==> src/rtl/core/oaht_pkg.sv <==
`default_nettype none
// ----------------------------------------------------------------------------
// oaht_pkg: shared types and constants of the hash table
// Widths, codes, beat structs and controller/datapath command and status.
// ----------------------------------------------------------------------------
package oaht_pkg;

  localparam int SLOTS         = 1024;
  localparam int SLOT_W        = 10;
  localparam int CNT_W         = 11;
  localparam int MAX_KEY_CHARS = 6;
  localparam int MAX_PROBES    = 1024;
  localparam int CHARS_W       = 48;
  localparam int LEN_W         = 3;
  localparam int KEY_W         = CHARS_W + LEN_W;
  localparam int RAM_W         = KEY_W + 1;
  localparam int SUM_W         = 12;
  localparam int CFG_IDX_W     = 3;
  localparam int CFG_W         = 11;

  localparam logic [31:0] GOLDEN_Q32 = 32'h9E37_79B9;

  localparam logic [1:0] OP_INSERT = 2'd0;
  localparam logic [1:0] OP_FIND   = 2'd1;
  localparam logic [1:0] OP_CLEAR  = 2'd2;

  localparam logic [2:0] ST_OK       = 3'd0;
  localparam logic [2:0] ST_NOTFOUND = 3'd1;
  localparam logic [2:0] ST_FULL     = 3'd2;
  localparam logic [2:0] ST_DUP      = 3'd3;
  localparam logic [2:0] ST_LIMIT    = 3'd4;

  localparam logic [CFG_IDX_W-1:0] CFG_PROBE_MODE = 3'd0;
  localparam logic [CFG_IDX_W-1:0] CFG_HASH_MODE  = 3'd1;
  localparam logic [CFG_IDX_W-1:0] CFG_SLOTS      = 3'd2;
  localparam logic [CFG_IDX_W-1:0] CFG_STEP       = 3'd3;
  localparam logic [CFG_IDX_W-1:0] CFG_MAX_ENTRY  = 3'd4;

  typedef struct packed {
    logic [1:0]         op;
    logic [CHARS_W-1:0] key_chars;
    logic [LEN_W-1:0]   key_length;
  } req_t;

  typedef struct packed {
    logic [2:0]        status;
    logic [CNT_W-1:0]  probe_count;
    logic [SLOT_W-1:0] slot_index;
  } rsp_t;

  typedef enum logic [3:0] {
    S_INIT, S_IDLE, S_DECODE, S_CLEAR, S_DIV_STEP, S_DIV_HOME,
    S_MUL, S_PROBE_INIT, S_READ, S_CHECK
  } state_e;

  typedef struct packed {
    logic       load;
    logic       calc;
    logic       div_start;
    logic       div_home;
    logic       latch_step;
    logic       latch_home;
    logic       mul_frac;
    logic       mul_home;
    logic       probe_init;
    logic       advance;
    logic       ins_write;
    logic       clr_write;
    logic       cnt_clear;
    logic       emit;
    logic [2:0] status;
    logic       show_count;
    logic       show_slot;
  } cmd_t;

  typedef struct packed {
    logic       clr_last;
    logic       div_done;
    logic       hash_mode;
    logic       full;
    logic [1:0] op;
    logic       slot_valid;
    logic       key_match;
    logic       at_limit;
  } sts_t;

  function automatic logic [8:0] pos_const(input logic [2:0] idx);
    logic [8:0] r;
    unique case (idx)
      3'd0:    r = 9'd257;
      3'd1:    r = 9'd269;
      3'd2:    r = 9'd277;
      3'd3:    r = 9'd389;
      3'd4:    r = 9'd359;
      3'd5:    r = 9'd491;
      default: r = 9'd0;
    endcase
    return r;
  endfunction

  function automatic logic [CNT_W-1:0] add_mod(input logic [CNT_W-1:0] a,
                                               input logic [CNT_W-1:0] b,
                                               input logic [CNT_W-1:0] m);
    logic [CNT_W:0] s;
    logic [CNT_W:0] t;
    s = {1'b0, a} + {1'b0, b};
    t = s - {1'b0, m};
    return (s >= {1'b0, m}) ? t[CNT_W-1:0] : s[CNT_W-1:0];
  endfunction

endpackage
`default_nettype wire

==> src/rtl/core/oaht_ctrl.sv <==
`default_nettype none
// ----------------------------------------------------------------------------
// oaht_ctrl: hash table controller
// Sequences clearing, hashing, probe walk and result for each operation.
// ----------------------------------------------------------------------------
module oaht_ctrl (
  input  wire logic           clk_i,
  input  wire logic           rst_ni,
  input  wire logic           start,
  output logic                busy,
  input  wire oaht_pkg::sts_t sts_i,
  output oaht_pkg::cmd_t      cmd_o
);
  import oaht_pkg::*;

  state_e state_q, state_d;

  always_ff @(posedge clk_i or negedge rst_ni) begin
    if (!rst_ni) begin
      state_q <= S_INIT;
    end else begin
      state_q <= state_d;
    end
  end

  always_comb begin
    state_d = state_q;
    cmd_o   = '0;
    unique case (state_q)
      S_INIT: begin
        cmd_o.clr_write = 1'b1;
        if (sts_i.clr_last) state_d = S_IDLE;
      end
      S_IDLE: begin
        if (start) begin
          cmd_o.load = 1'b1;
          state_d    = S_DECODE;
        end
      end
      S_DECODE: begin
        priority if (sts_i.op == OP_CLEAR) begin
          cmd_o.cnt_clear = 1'b1;
          state_d         = S_CLEAR;
        end else if (sts_i.op != OP_INSERT && sts_i.op != OP_FIND) begin
          cmd_o.emit   = 1'b1;
          cmd_o.status = ST_OK;
          state_d      = S_IDLE;
        end else if (sts_i.op == OP_INSERT && sts_i.full) begin
          cmd_o.emit   = 1'b1;
          cmd_o.status = ST_FULL;
          state_d      = S_IDLE;
        end else begin
          cmd_o.calc      = 1'b1;
          cmd_o.div_start = 1'b1;
          state_d         = S_DIV_STEP;
        end
      end
      S_CLEAR: begin
        cmd_o.clr_write = 1'b1;
        if (sts_i.clr_last) begin
          cmd_o.emit   = 1'b1;
          cmd_o.status = ST_OK;
          state_d      = S_IDLE;
        end
      end
      S_DIV_STEP: begin
        if (sts_i.div_done) begin
          cmd_o.latch_step = 1'b1;
          if (sts_i.hash_mode) begin
            cmd_o.mul_frac = 1'b1;
            state_d        = S_MUL;
          end else begin
            cmd_o.div_start = 1'b1;
            cmd_o.div_home  = 1'b1;
            state_d         = S_DIV_HOME;
          end
        end
      end
      S_DIV_HOME: begin
        cmd_o.div_home = 1'b1;
        if (sts_i.div_done) begin
          cmd_o.latch_home = 1'b1;
          state_d          = S_PROBE_INIT;
        end
      end
      S_MUL: begin
        cmd_o.mul_home = 1'b1;
        state_d        = S_PROBE_INIT;
      end
      S_PROBE_INIT: begin
        cmd_o.probe_init = 1'b1;
        state_d          = S_READ;
      end
      S_READ: begin
        state_d = S_CHECK;
      end
      S_CHECK: begin
        priority if (!sts_i.slot_valid) begin
          cmd_o.emit       = 1'b1;
          cmd_o.show_count = 1'b1;
          state_d          = S_IDLE;
          if (sts_i.op == OP_FIND) begin
            cmd_o.status = ST_NOTFOUND;
          end else begin
            cmd_o.status    = ST_OK;
            cmd_o.show_slot = 1'b1;
            cmd_o.ins_write = 1'b1;
          end
        end else if (sts_i.key_match) begin
          cmd_o.emit       = 1'b1;
          cmd_o.show_count = 1'b1;
          cmd_o.show_slot  = 1'b1;
          cmd_o.status     = (sts_i.op == OP_FIND) ? ST_OK : ST_DUP;
          state_d          = S_IDLE;
        end else if (sts_i.at_limit) begin
          cmd_o.emit       = 1'b1;
          cmd_o.show_count = 1'b1;
          cmd_o.status     = ST_LIMIT;
          state_d          = S_IDLE;
        end else begin
          cmd_o.advance = 1'b1;
          state_d       = S_READ;
        end
      end
      default: state_d = S_INIT;
    endcase
  end

  assign busy = (state_q != S_IDLE);

endmodule
`default_nettype wire

==> config.mk <==
export PLATFORM = sky130hd
export DESIGN_NAME = oaht_ctrl
export DESIGN_NICKNAME = d
export VERILOG_FILES = /design/src/rtl/core/oaht_pkg.sv /design/src/rtl/core/oaht_ctrl.sv
export SDC_FILE = /design/constraint.sdc
export NUM_CORES = 1
export LEC_CHECK = 0
export ABC_AREA = 1
export BUFFER_PORTS_ARGS = -buffer_cell sky130_fd_sc_hd__buf_2
export CORE_AREA = 2 2 39 41
export DETAILED_ROUTE_END_ITERATION = 10
export DIE_AREA = 0 0 41 43
export PLACE_DENSITY = 0.71
export SETUP_SLACK_MARGIN = 0.3
export SYNTH_ARGS = -nofsm -noshare
export SYNTH_HDL_FRONTEND = slang
export SYNTH_SLANG_ARGS = --single-unit
==> constraint.sdc <==
create_clock -name clk_i -period 1.2 [get_ports clk_i]
set_input_delay 0 -clock clk_i [delete_from_list [all_inputs] [get_ports clk_i]]
set_output_delay 0 -clock clk_i [all_outputs]
set_load 0.02 [all_outputs]
==> run metrics, run 1 <==
count of standard-cell rows 14; remaining routing DRC violations 0; area of the placeable core about 1400 µm²; post-CTS clock slew at the launch and capture registers of the worst setup and hold paths 0.05 ns; drt first pass iters 4; Max Cap Viol 0; sequential share of the synthesized area 19.51%; Avg Vias per Cell around 5.2; Seq cells post-synth 4; yosys warns 0; Nets 157; class of the worst hold path in -> async; Port Buf Inserts 31; Final min period between 1 and 1.5 ns; post-synthesis instance area about 510 µm²; growth of design area from synthesis to finish 122.9%; clock latency on the worst-skew pair roughly 0.25 ns; count of final max-slew check failures 0; Post-Syn Instances between 90 and 100; clock share of power 7.8%; most repeated cell in the gate-level netlist after synthesis sky130_fd_sc_hd__nand2_1; syn nets 104; sequential share of power about an eighth; relative slew slack between 60% and 70%; final-layout fill cell count 85; final setup margin -0.2204 ns; Comb pwr share around four fifths; Top Ports 32; Sum Neg Setup Slack -3.286 ns; Die ar. about 1800 µm²; worst vdd ir about 1.4 mV; largest registers state_q (4); skew final roughly 0.014 ns; most numerous cell types in the synthesized netlist sky130_fd_sc_hd__nand2_1 (20), sky130_fd_sc_hd__inv_1 (16), sky130_fd_sc_hd__nor2_1 (14); required arrival time at the worst endpoint ~1.2 ns; wire length of the first global-routing pass 3.077 mm; Static Leakage slightly below 0.0006 µW; weighted congestion reported at the end of routability-driven placement 0.8001; effective utilization at floorplan between 30% and 40%; worst endpoint data arrival time between 1 and 1.5 ns; cell type with the highest aggregate area in the netlist sky130_fd_sc_hd__dfrtp_1; number of flip-flops in the largest register 4; Clock H-tree levels 1; number of enable-type register cells in the synthesized netlist 0; biggest area contributors in the synthesized netlist sky130_fd_sc_hd__dfrtp_1 (20%), sky130_fd_sc_hd__nand2_1 (15%), sky130_fd_sc_hd__nand3_1 (12%), sky130_fd_sc_hd__inv_1 (12%), sky130_fd_sc_hd__nor2_1 (10%); number of failing hold endpoints at the final stage 0; worst slew pin tran a little under 0.5 ns; Detailed Route WL 2.247 mm; Final Cycle Share 118.4%; internal power consumption about 1200 µW; total congestion overflow 0; maximum net fanout on the critical path 5; share of the synthesized area in the top cell type 19.51%; Synth Flop Type sky130_fd_sc_hd__dfrtp_1; CTS tree done; source of the worst register-to-register timing path state_q[1]; CP Launch Point state_q[1]; unique cell type count in the Yosys netlist 17; Critical Path Sink Type output pin; HPWL after detailed placement about 1.2 mm; routed via count 837; CTS sink count 4; highest clock rate 704.0 MHz; largest register by flop count state_q; flip-flop and latch area about 100 µm²; die outline width approximately 40 µm; type of origin of the critical path flop; Routed Antenna Nets 0; DIE HEIGHT between 40 and 50 µm; buffer levels on the longest clock path 2; asr flop ratio synth 100.0%; power spent charging and discharging nets between 1000 and 1500 µW; count of antenna diodes in the layout 0; type of the worst setup path reg -> out; vias in the first global route between 700 and 800; average detailed-routed wire length per instance roughly 14 µm; fraction of power spent switching nets 52.60%; Final Setup Violations 22; Clock Tree Root sky130_fd_sc_hd__clkbuf_4; total area of multi-input combinational cells 513.0 µm²; DP Worst Slack -0.06437 ns; Hold Worst Slack just under 0.09 ns; share of cells above drive strength 1 71.53%; result of the run complete, but fails checks; unrepaired setup endpoints after global routing yes; number of antenna violations at the first check in global routing 0; total clock buffers created by CTS 3; failing checks setup timing; DR iter-0 viols 26; total routing usage reported by global routing between 20% and 30%; power density relative to cell area approximately 2200 nW/µm²; maximum number of pins on one net before global-route repair 8; Mapped Avg Cell Area around 5.6 µm²
cell usage in the layout, fill, tap and decap left out, drive strengths merged, types with 2 or more instances in the layout:
cell type  synthesis  layout
o21ai              5       5
a21oi              2       2
buf                0      47
nor3               4       4
nand3             12      12
clkbuf             0       4
nor2              19      19
dfrtp              4       4
inv               19      19
nand2             23      23
routing by layer:
metal | GRT usage [%] | vias to the layer above | part of all wire [%]
met4 | 8.667 | 0 | 2.8
met3 | 13.09 | 8 | 8.5
li1 | - | 398 | -
met2 | 41.25 | 42 | 53
met1 | 27.54 | 389 | 35
met5 | 0 | - | 0
worst paths after layout:
check                                  end  slack (ns)  cells past startpoint
worst max register to register  state_q[1]       -0.18                     10
max in group asynchronous       state_q[3]        0.96                      2
worst max-delay path              cmd_o[5]       -0.22                      7
min in group clk_i              state_q[1]        0.16                      4
worst min-delay path            state_q[0]        0.09                      2
worst min register to register  state_q[0]        0.65                      2
critical path, stage by stage, from the launching register on:
cell                      delay, ns
sky130_fd_sc_hd__dfrtp_2       0.45
sky130_fd_sc_hd__buf_4         0.15
sky130_fd_sc_hd__nand2_2       0.08
sky130_fd_sc_hd__buf_6         0.13
sky130_fd_sc_hd__inv_1         0.06
sky130_fd_sc_hd__nand3_1       0.08
sky130_fd_sc_hd__nand3_2       0.08
sky130_fd_sc_hd__buf_6         0.13
cell type report:
| type | instances | area share (%) |
|---|---|---|
| well taps | 16 | 1.751 |
| flip-flops and latches | 4 | 9.081 |
| repair buffers | 48 | 35.12 |
| clock buffers | 4 | 2.298 |
| inverters | 19 | 6.893 |
| multi-input cells | 69 | 44.86 |
cell families after synthesis:
group	Yosys count	share of synthesized area (%)
buffers and inverters	19	13.90
DFF	4	19.51
AOI/OAI and AO/OA	10	12.20
and+or+nand+nor	59	54.39
power groups by stage:
stage	clock (µW)	sequential (µW)	combinational (µW)
6_report	194	307	1990
5_1_grt	220	315	2100
4_1_cts	199	308	1630
3_5_place_dp	0	308	1190
3_3_place_gp	0	300	1190
2_1_floorplan	0	289	871
per-stage QoR:
stage	std cells	area (µm²)	util [%]	power, µW
3_3_place_gp	142	810.8	58.59	1486
3_5_place_dp	142	810.8	58.59	1495
5_1_grt	160	1144	82.64	2640
2_1_floorplan	92	613.1	-	1160
6_report	160	1144	82.64	2491
4_1_cts	156	1064	76.85	2133
repair_timing:
action,4_1_cts,5_1_grt
endpoints found under the hold margin,4,0
pin swaps,8,11
hold buffers,1,0
gates resized for setup,48,16
setup endpoints to repair,24,24
setup buffers,9,4
Note: power is estimated with default switching activity, not from simulation.
==> run 2: changes to the inputs <==
CORE_AREA = 2 2 42 44   (was 2 2 39 41)
DIE_AREA = 0 0 44 46   (was 0 0 41 43)
PLACE_DENSITY = 0.62   (was 0.71)
==> run metrics, run 2 (synthesized netlist as in run 1, its figures left out) <==
final instance area 1119 µm² (-2.2%); Final min period 1.373 ns (-0.04786 ns); unrepaired setup endpoints after global routing yes; Nets 155 (-1.3%); leading cell type in the layout, fill and taps excluded sky130_fd_sc_hd__buf_6; area of the placeable core 1614 µm² (+17%); final-layout fill cell count 132 (+55%); worst slew pin tran 0.4475 ns (-0.04587 ns); Port Buf Inserts 31 (unchanged); power spent charging and discharging nets 1223 µW (-6.7%); total clock buffers created by CTS 3 (unchanged); average detailed-routed wire length per instance 11.13 µm (-21%); leading cell types in the layout, fill and taps excluded sky130_fd_sc_hd__buf_6 (17), sky130_fd_sc_hd__buf_2 (14), sky130_fd_sc_hd__buf_4 (14); HPWL after detailed placement 1.243 mm (+0.91%); type of the worst setup path reg -> out; placement-stage cell area 819.5 µm² (+1.1%); flip-flop and latch area 103.9 µm² (unchanged); routed via count 760 (-9.2%); CTS tree done; power density relative to cell area 2126 nW/µm² (-2.4%); effective utilization at floorplan 31.78% (-5.3 points); post-CTS clock slew at the launch and capture registers of the worst setup and hold paths 0.04 ns (about the same); worst endpoint data arrival time 1.37 ns (-0.05 ns); Detailed Route WL 1.770 mm (-21%); total routing usage reported by global routing 18.32% (-7.3 points); class of the worst hold path in -> async; Routed Antenna Nets 0 (unchanged); clock latency on the worst-skew pair 0.24 ns (about the same); skew final 0.007180 ns (-0.007319 ns); Die ar. 2024 µm² (+15%); Clock Tree Root sky130_fd_sc_hd__clkbuf_4; sequential share of power 12.8% (+0.5 points); Avg Vias per Cell 4.780 (-8.6%); share of cells above drive strength 1 69.01% (-2.5 points); growth of design area from synthesis to finish 118.0%; relative slew slack 70.17% (+3.1 points); largest register by flop count state_q; type of origin of the critical path flop; fraction of power spent switching nets 51.42% (-1.2 points); highest clock rate 728.6 MHz (+3.5%); wire length of the first global-routing pass 2.801 mm (-9.0%); maximum net fanout on the critical path 5 (unchanged); Clock H-tree levels 1 (unchanged); flop2flop setup slack -0.08 ns (+0.10 ns); die outline width 44 µm (+7.3%); required arrival time at the worst endpoint 1.20 ns (about the same); result of the run complete, but fails checks; largest registers state_q (4); remaining routing DRC violations 0 (unchanged); vias in the first global route 696 (-9.7%); total area of multi-input combinational cells 514.2 µm² (+0.24%); count of antenna diodes in the layout 0 (unchanged); clock share of power 7.7% (about the same); number of failing hold endpoints at the final stage 0 (unchanged); buffer levels on the longest clock path 2 (unchanged); Max Cap Viol 0 (unchanged); CTS sink count 4 (unchanged); Static Leakage 0.0005892 µW (-0.67%); source of the worst register-to-register timing path state_q[3]; drt first pass iters 3 (-1); Final Cycle Share 114.4% (-4.0 points); count of standard-cell rows 15 (+1); DR iter-0 viols 4 (-85%); R2R cell count 8 (-2); failing checks setup timing; number of antenna violations at the first check in global routing 0 (unchanged); maximum number of pins on one net before global-route repair 8 (unchanged); Top Ports 32 (unchanged); DP Worst Slack -0.04756 ns (+0.01680 ns); Critical Path Sink Type output pin; Comb pwr share 79.5% (-0.4 points); worst setup path endpoint cmd_o[5]; total congestion overflow 0 (unchanged); Final Setup Violations 22 (unchanged); final setup margin -0.1726 ns (+0.04786 ns); Reg-to-Reg End state_q[1]; internal power consumption 1155 µW (-2.2%); number of flip-flops in the largest register 4 (unchanged); CP Launch Point state_q[1]; worst vdd ir 1.218 mV (-14%); weighted congestion reported at the end of routability-driven placement 0.8096 (+1.2%); DIE HEIGHT 46 µm (+7.0%); count of final max-slew check failures 0 (unchanged)
-- run 2: cell types whose count changed in the layout (fill, tap and decap cells not counted), sizes merged --
| cell | before | now |
|---|---|---|
| buf | 47 | 45 |
-- run 2: cell type report --
class,instances,area share [%]
Inverter,19,6.823
Tap cell,17,1.902
Timing Repair Buffer,46,33.67
Sequential cell,4,9.284
Multi-Input combinational cell,69,45.97
Clock buffer,4,2.349
-- run 2: worst min-delay path by stage --
stage,start,end,slack [ns],cells past startpoint
after global placement,rst_ni,state_q[2],-0.20,1
after floorplan,rst_ni,state_q[0],-0.30,0
after detailed placement,rst_ni,state_q[2],-0.19,1
after global routing,rst_ni,state_q[1],0.1,2
after CTS,rst_ni,state_q[0],0.08,2
final,rst_ni,state_q[0],0.10,2
-- run 2: power by group through the flow --
stage | clock network [µW] | logic (µW) | registers, µW
final | 183 | 1890 | 304
after global routing | 206 | 2030 | 306
after CTS | 195 | 1510 | 297
after detailed placement | 0 | 1210 | 303
after global placement | 0 | 1220 | 301
after floorplan | 0 | 871 | 289
-- run 2: routing by layer --
layer / vias to the layer above / share of wire, % / global-route usage, %
met5: - / 0 / 0
met4: 0 / 0 / 3.030
li1: 396 / - / -
met3: 0 / 6.0 / 4.762
met2: 23 / 53 / 34.41
met1: 341 / 41 / 20.95
-- run 2: repair_timing --
action,4_1_cts,5_1_grt
hold buffers,1,0
buffers inserted,7,3
endpoints found under the hold margin,4,0
endpoints found under the setup margin,24,24
pin swaps,5,12
gates resized for setup,31,26
-- run 2: metrics by stage --
| step | cells | hold slack [ns] | setup TNS (ns) | utilization (%) | total power, µW |
|---|---|---|---|---|---|
| 3_5_place_dp | 144 | -0.1935 | -0.08275 | 50.78 | 1515 |
| 2_1_floorplan | 92 | -0.2956 | 0 | - | 1160 |
| 3_3_place_gp | 144 | -0.1954 | -0.1576 | 50.78 | 1518 |
| 4_1_cts | 156 | 0.08065 | -2.156 | 62.25 | 2000 |
| 6_report | 159 | 0.1040 | -2.264 | 69.30 | 2378 |
| 5_1_grt | 159 | 0.09575 | -3.641 | 69.30 | 2546 |
-- run 2: critical path: stages, from the launching register on --
cell                      delay, ns
sky130_fd_sc_hd__dfrtp_2       0.44
sky130_fd_sc_hd__buf_4         0.15
sky130_fd_sc_hd__nand2_2       0.08
sky130_fd_sc_hd__buf_6         0.11
sky130_fd_sc_hd__inv_1         0.05
sky130_fd_sc_hd__nand3_1       0.08
sky130_fd_sc_hd__nand3_2       0.09
sky130_fd_sc_hd__buf_6         0.14
==> run 3: changes to the inputs <==
ABC_CLOCK_PERIOD_IN_PS = 1150   (was default)
PLACE_DENSITY = 0.65   (was 0.62)
clock period = 1.15 ns   (was 1.2 ns; I/O delays follow)
==> run metrics, run 3 (synthesized netlist as in run 1, its figures left out) <==
Routed Antenna Nets 0 (unchanged); worst vdd ir 1.128 mV (-7.4%); total congestion overflow 0 (unchanged); CTS tree done; weighted congestion reported at the end of routability-driven placement 0.8062 (-0.42%); flip-flop and latch area 103.9 µm² (unchanged); leading cell type in the layout, fill and taps excluded sky130_fd_sc_hd__buf_6; R2R cell count 9 (+1); post-CTS clock slew at the launch and capture registers of the worst setup and hold paths 0.05 ns (about the same); Critical Path Sink Type output pin; type of origin of the critical path flop; CP Launch Point state_q[1]; wire length the detailed router placed on met1 731 µm (+1.5%); clock latency on the worst-skew pair 0.25 ns (about the same); Clock H-tree levels 1 (unchanged); count of final max-slew check failures 0 (unchanged); fraction of power spent switching nets 49.92% (-1.5 points); number of failing hold endpoints at the final stage 0 (unchanged); power density relative to cell area 2180 nW/µm² (+2.6%); share of cells above drive strength 1 69.39% (+0.37 points); source of the worst register-to-register timing path state_q[1]; sum of met2 wire segment lengths after detailed routing 995 µm (+5.7%); Clock Tree Root sky130_fd_sc_hd__clkbuf_4; skew final 0.01349 ns (+0.006312 ns); routed via count 787 (+3.6%); area of the placeable core 1614 µm² (unchanged); result of the run complete, but fails checks; remaining routing DRC violations 0 (unchanged); Max Cap Viol 0 (unchanged); DR iter-0 viols 7 (+3); internal power consumption 1258 µW (+8.9%); clock share of power 8.1% (+0.4 points); worst setup path endpoint cmd_o[2]; failing checks setup timing; Detailed Route WL 1.832 mm (+3.5%); required arrival time at the worst endpoint 1.15 ns (-0.05 ns); sequential share of power 12.5% (-0.3 points); Final Cycle Share 121.9%; Reg-to-Reg End state_q[0]; final-layout fill cell count 127 (-3.8%); Avg Vias per Cell 4.799 (+0.40%); count of antenna diodes in the layout 0 (unchanged); HPWL after detailed placement 1.307 mm (+5.2%); class of the worst hold path in -> async; count of standard-cell rows 15 (unchanged); buffer levels on the longest clock path 2 (unchanged); average detailed-routed wire length per instance 11.17 µm (+0.35%); relative slew slack 69.39% (-0.77 points); total area of multi-input combinational cells 509.2 µm² (-0.97%); worst slew pin tran 0.4591 ns (+0.01162 ns); highest clock rate roughly 710 MHz; maximum net fanout on the critical path 7 (+2); largest register by flop count state_q; Hold Worst Slack 0.07953 ns (-0.02450 ns); Final min period 1.401 ns; unrepaired setup endpoints after global routing yes; number of antenna violations at the first check in global routing 0 (unchanged); die outline width 44 µm (unchanged); DIE HEIGHT 46 µm (unchanged); total routing usage reported by global routing 20.33% (+2.0 points); Nets 160 (+3.2%); Die ar. 2024 µm² (unchanged); dpl cells 149 (+3.5%); type of the worst setup path reg -> out; maximum number of pins on one net before global-route repair 8 (unchanged); drt first pass iters 4 (+1); number of flip-flops in the largest register 4 (unchanged); post-route insts no fill 164 (+3.1%); Sum Neg Setup Slack -4.082 ns (-1.818 ns); highest routed layer met4; wire length on met3 87 µm (-19%); worst endpoint data arrival time 1.40 ns (+0.03 ns); total clock buffers created by CTS 3 (unchanged); Final Setup Violations 23 (+4.5%); largest registers state_q (4); effective utilization at floorplan 31.78% (unchanged); power spent charging and discharging nets 1254 µW (+2.6%); growth of design area from synthesis to finish 124.6%; Port Buf Inserts 31 (unchanged); vias in the first global route 735 (+5.6%); Static Leakage 0.0006250 µW (+6.1%); Comb pwr share 79.4% (about the same); wire length of the first global-routing pass 3.042 mm (+8.6%); CTS sink count 4 (unchanged); leading cell types in the layout, fill and taps excluded sky130_fd_sc_hd__buf_6 (18), sky130_fd_sc_hd__buf_2 (16), sky130_fd_sc_hd__buf_4 (16); final setup margin -0.2514 ns (-0.07880 ns); flop2flop setup slack -0.13 ns (-0.05 ns); Top Ports 32 (unchanged)
run 3: layout make-up:
cell class	instances	share of cell area, %
multi-input combinational	69	44.19
timing repair buffer	51	35.83
sequential	4	9.012
inverter	19	6.840
clock buffer	4	2.280
tap	17	1.846
run 3: how the worst min path moves through the flow:
stage	end	slack [ns]	startpoint
after detailed placement	state_q[2]	-0.19	rst_ni
final	state_q[3]	0.08	rst_ni
after global placement	state_q[2]	-0.19	rst_ni
after CTS	state_q[1]	0.09	rst_ni
after floorplan	state_q[0]	-0.30	rst_ni
after global routing	state_q[1]	0.11	rst_ni
run 3: layer usage:
metal | global-route usage [%] | vias to the layer above
met4 | 7.879 | 0
li1 | - | 401
met2 | 38.82 | 27
met1 | 21.77 | 357
met5 | 0 | -
met3 | 3.968 | 2
run 3: metrics by stage:
step                area, µm²  worst slack, ns  total power [µW]  utilization, %
global placement        862.1         -0.02951              1711           53.41
CTS                      1125          -0.2402              2437           69.69
finish                   1152          -0.2514              2512           71.40
detailed placement      862.1         -0.05819              1726           53.41
floorplan               618.1          0.06928              1219               -
global route             1152          -0.3166              2703           71.40
run 3: power by group through the flow:
stage / registers [µW] / logic [µW] / clock network [µW]
finish: 313 / 2000 / 204
global route: 324 / 2170 / 206
CTS: 309 / 1930 / 199
detailed placement: 311 / 1420 / 0
global placement: 310 / 1400 / 0
floorplan: 302 / 917 / 0
run 3: what timing repair did:
item                                    in CTS  in global routing
gates resized for setup                     52                  3
buffers inserted                             8                  2
hold buffers                                 1                  0
pin swaps                                    7                  1
endpoints found under the setup margin      24                 24
endpoints found under the hold margin        4                  0
run 3: critical path, cell delays in order, from the launching register on:
cell and delay, ns:
sky130_fd_sc_hd__dfrtp_2 0.44, sky130_fd_sc_hd__inv_2 0.10, sky130_fd_sc_hd__nand2_2 0.06, sky130_fd_sc_hd__nor2_4 0.14
sky130_fd_sc_hd__inv_4 0.09, sky130_fd_sc_hd__a211oi_4 0.17, sky130_fd_sc_hd__buf_6 0.15
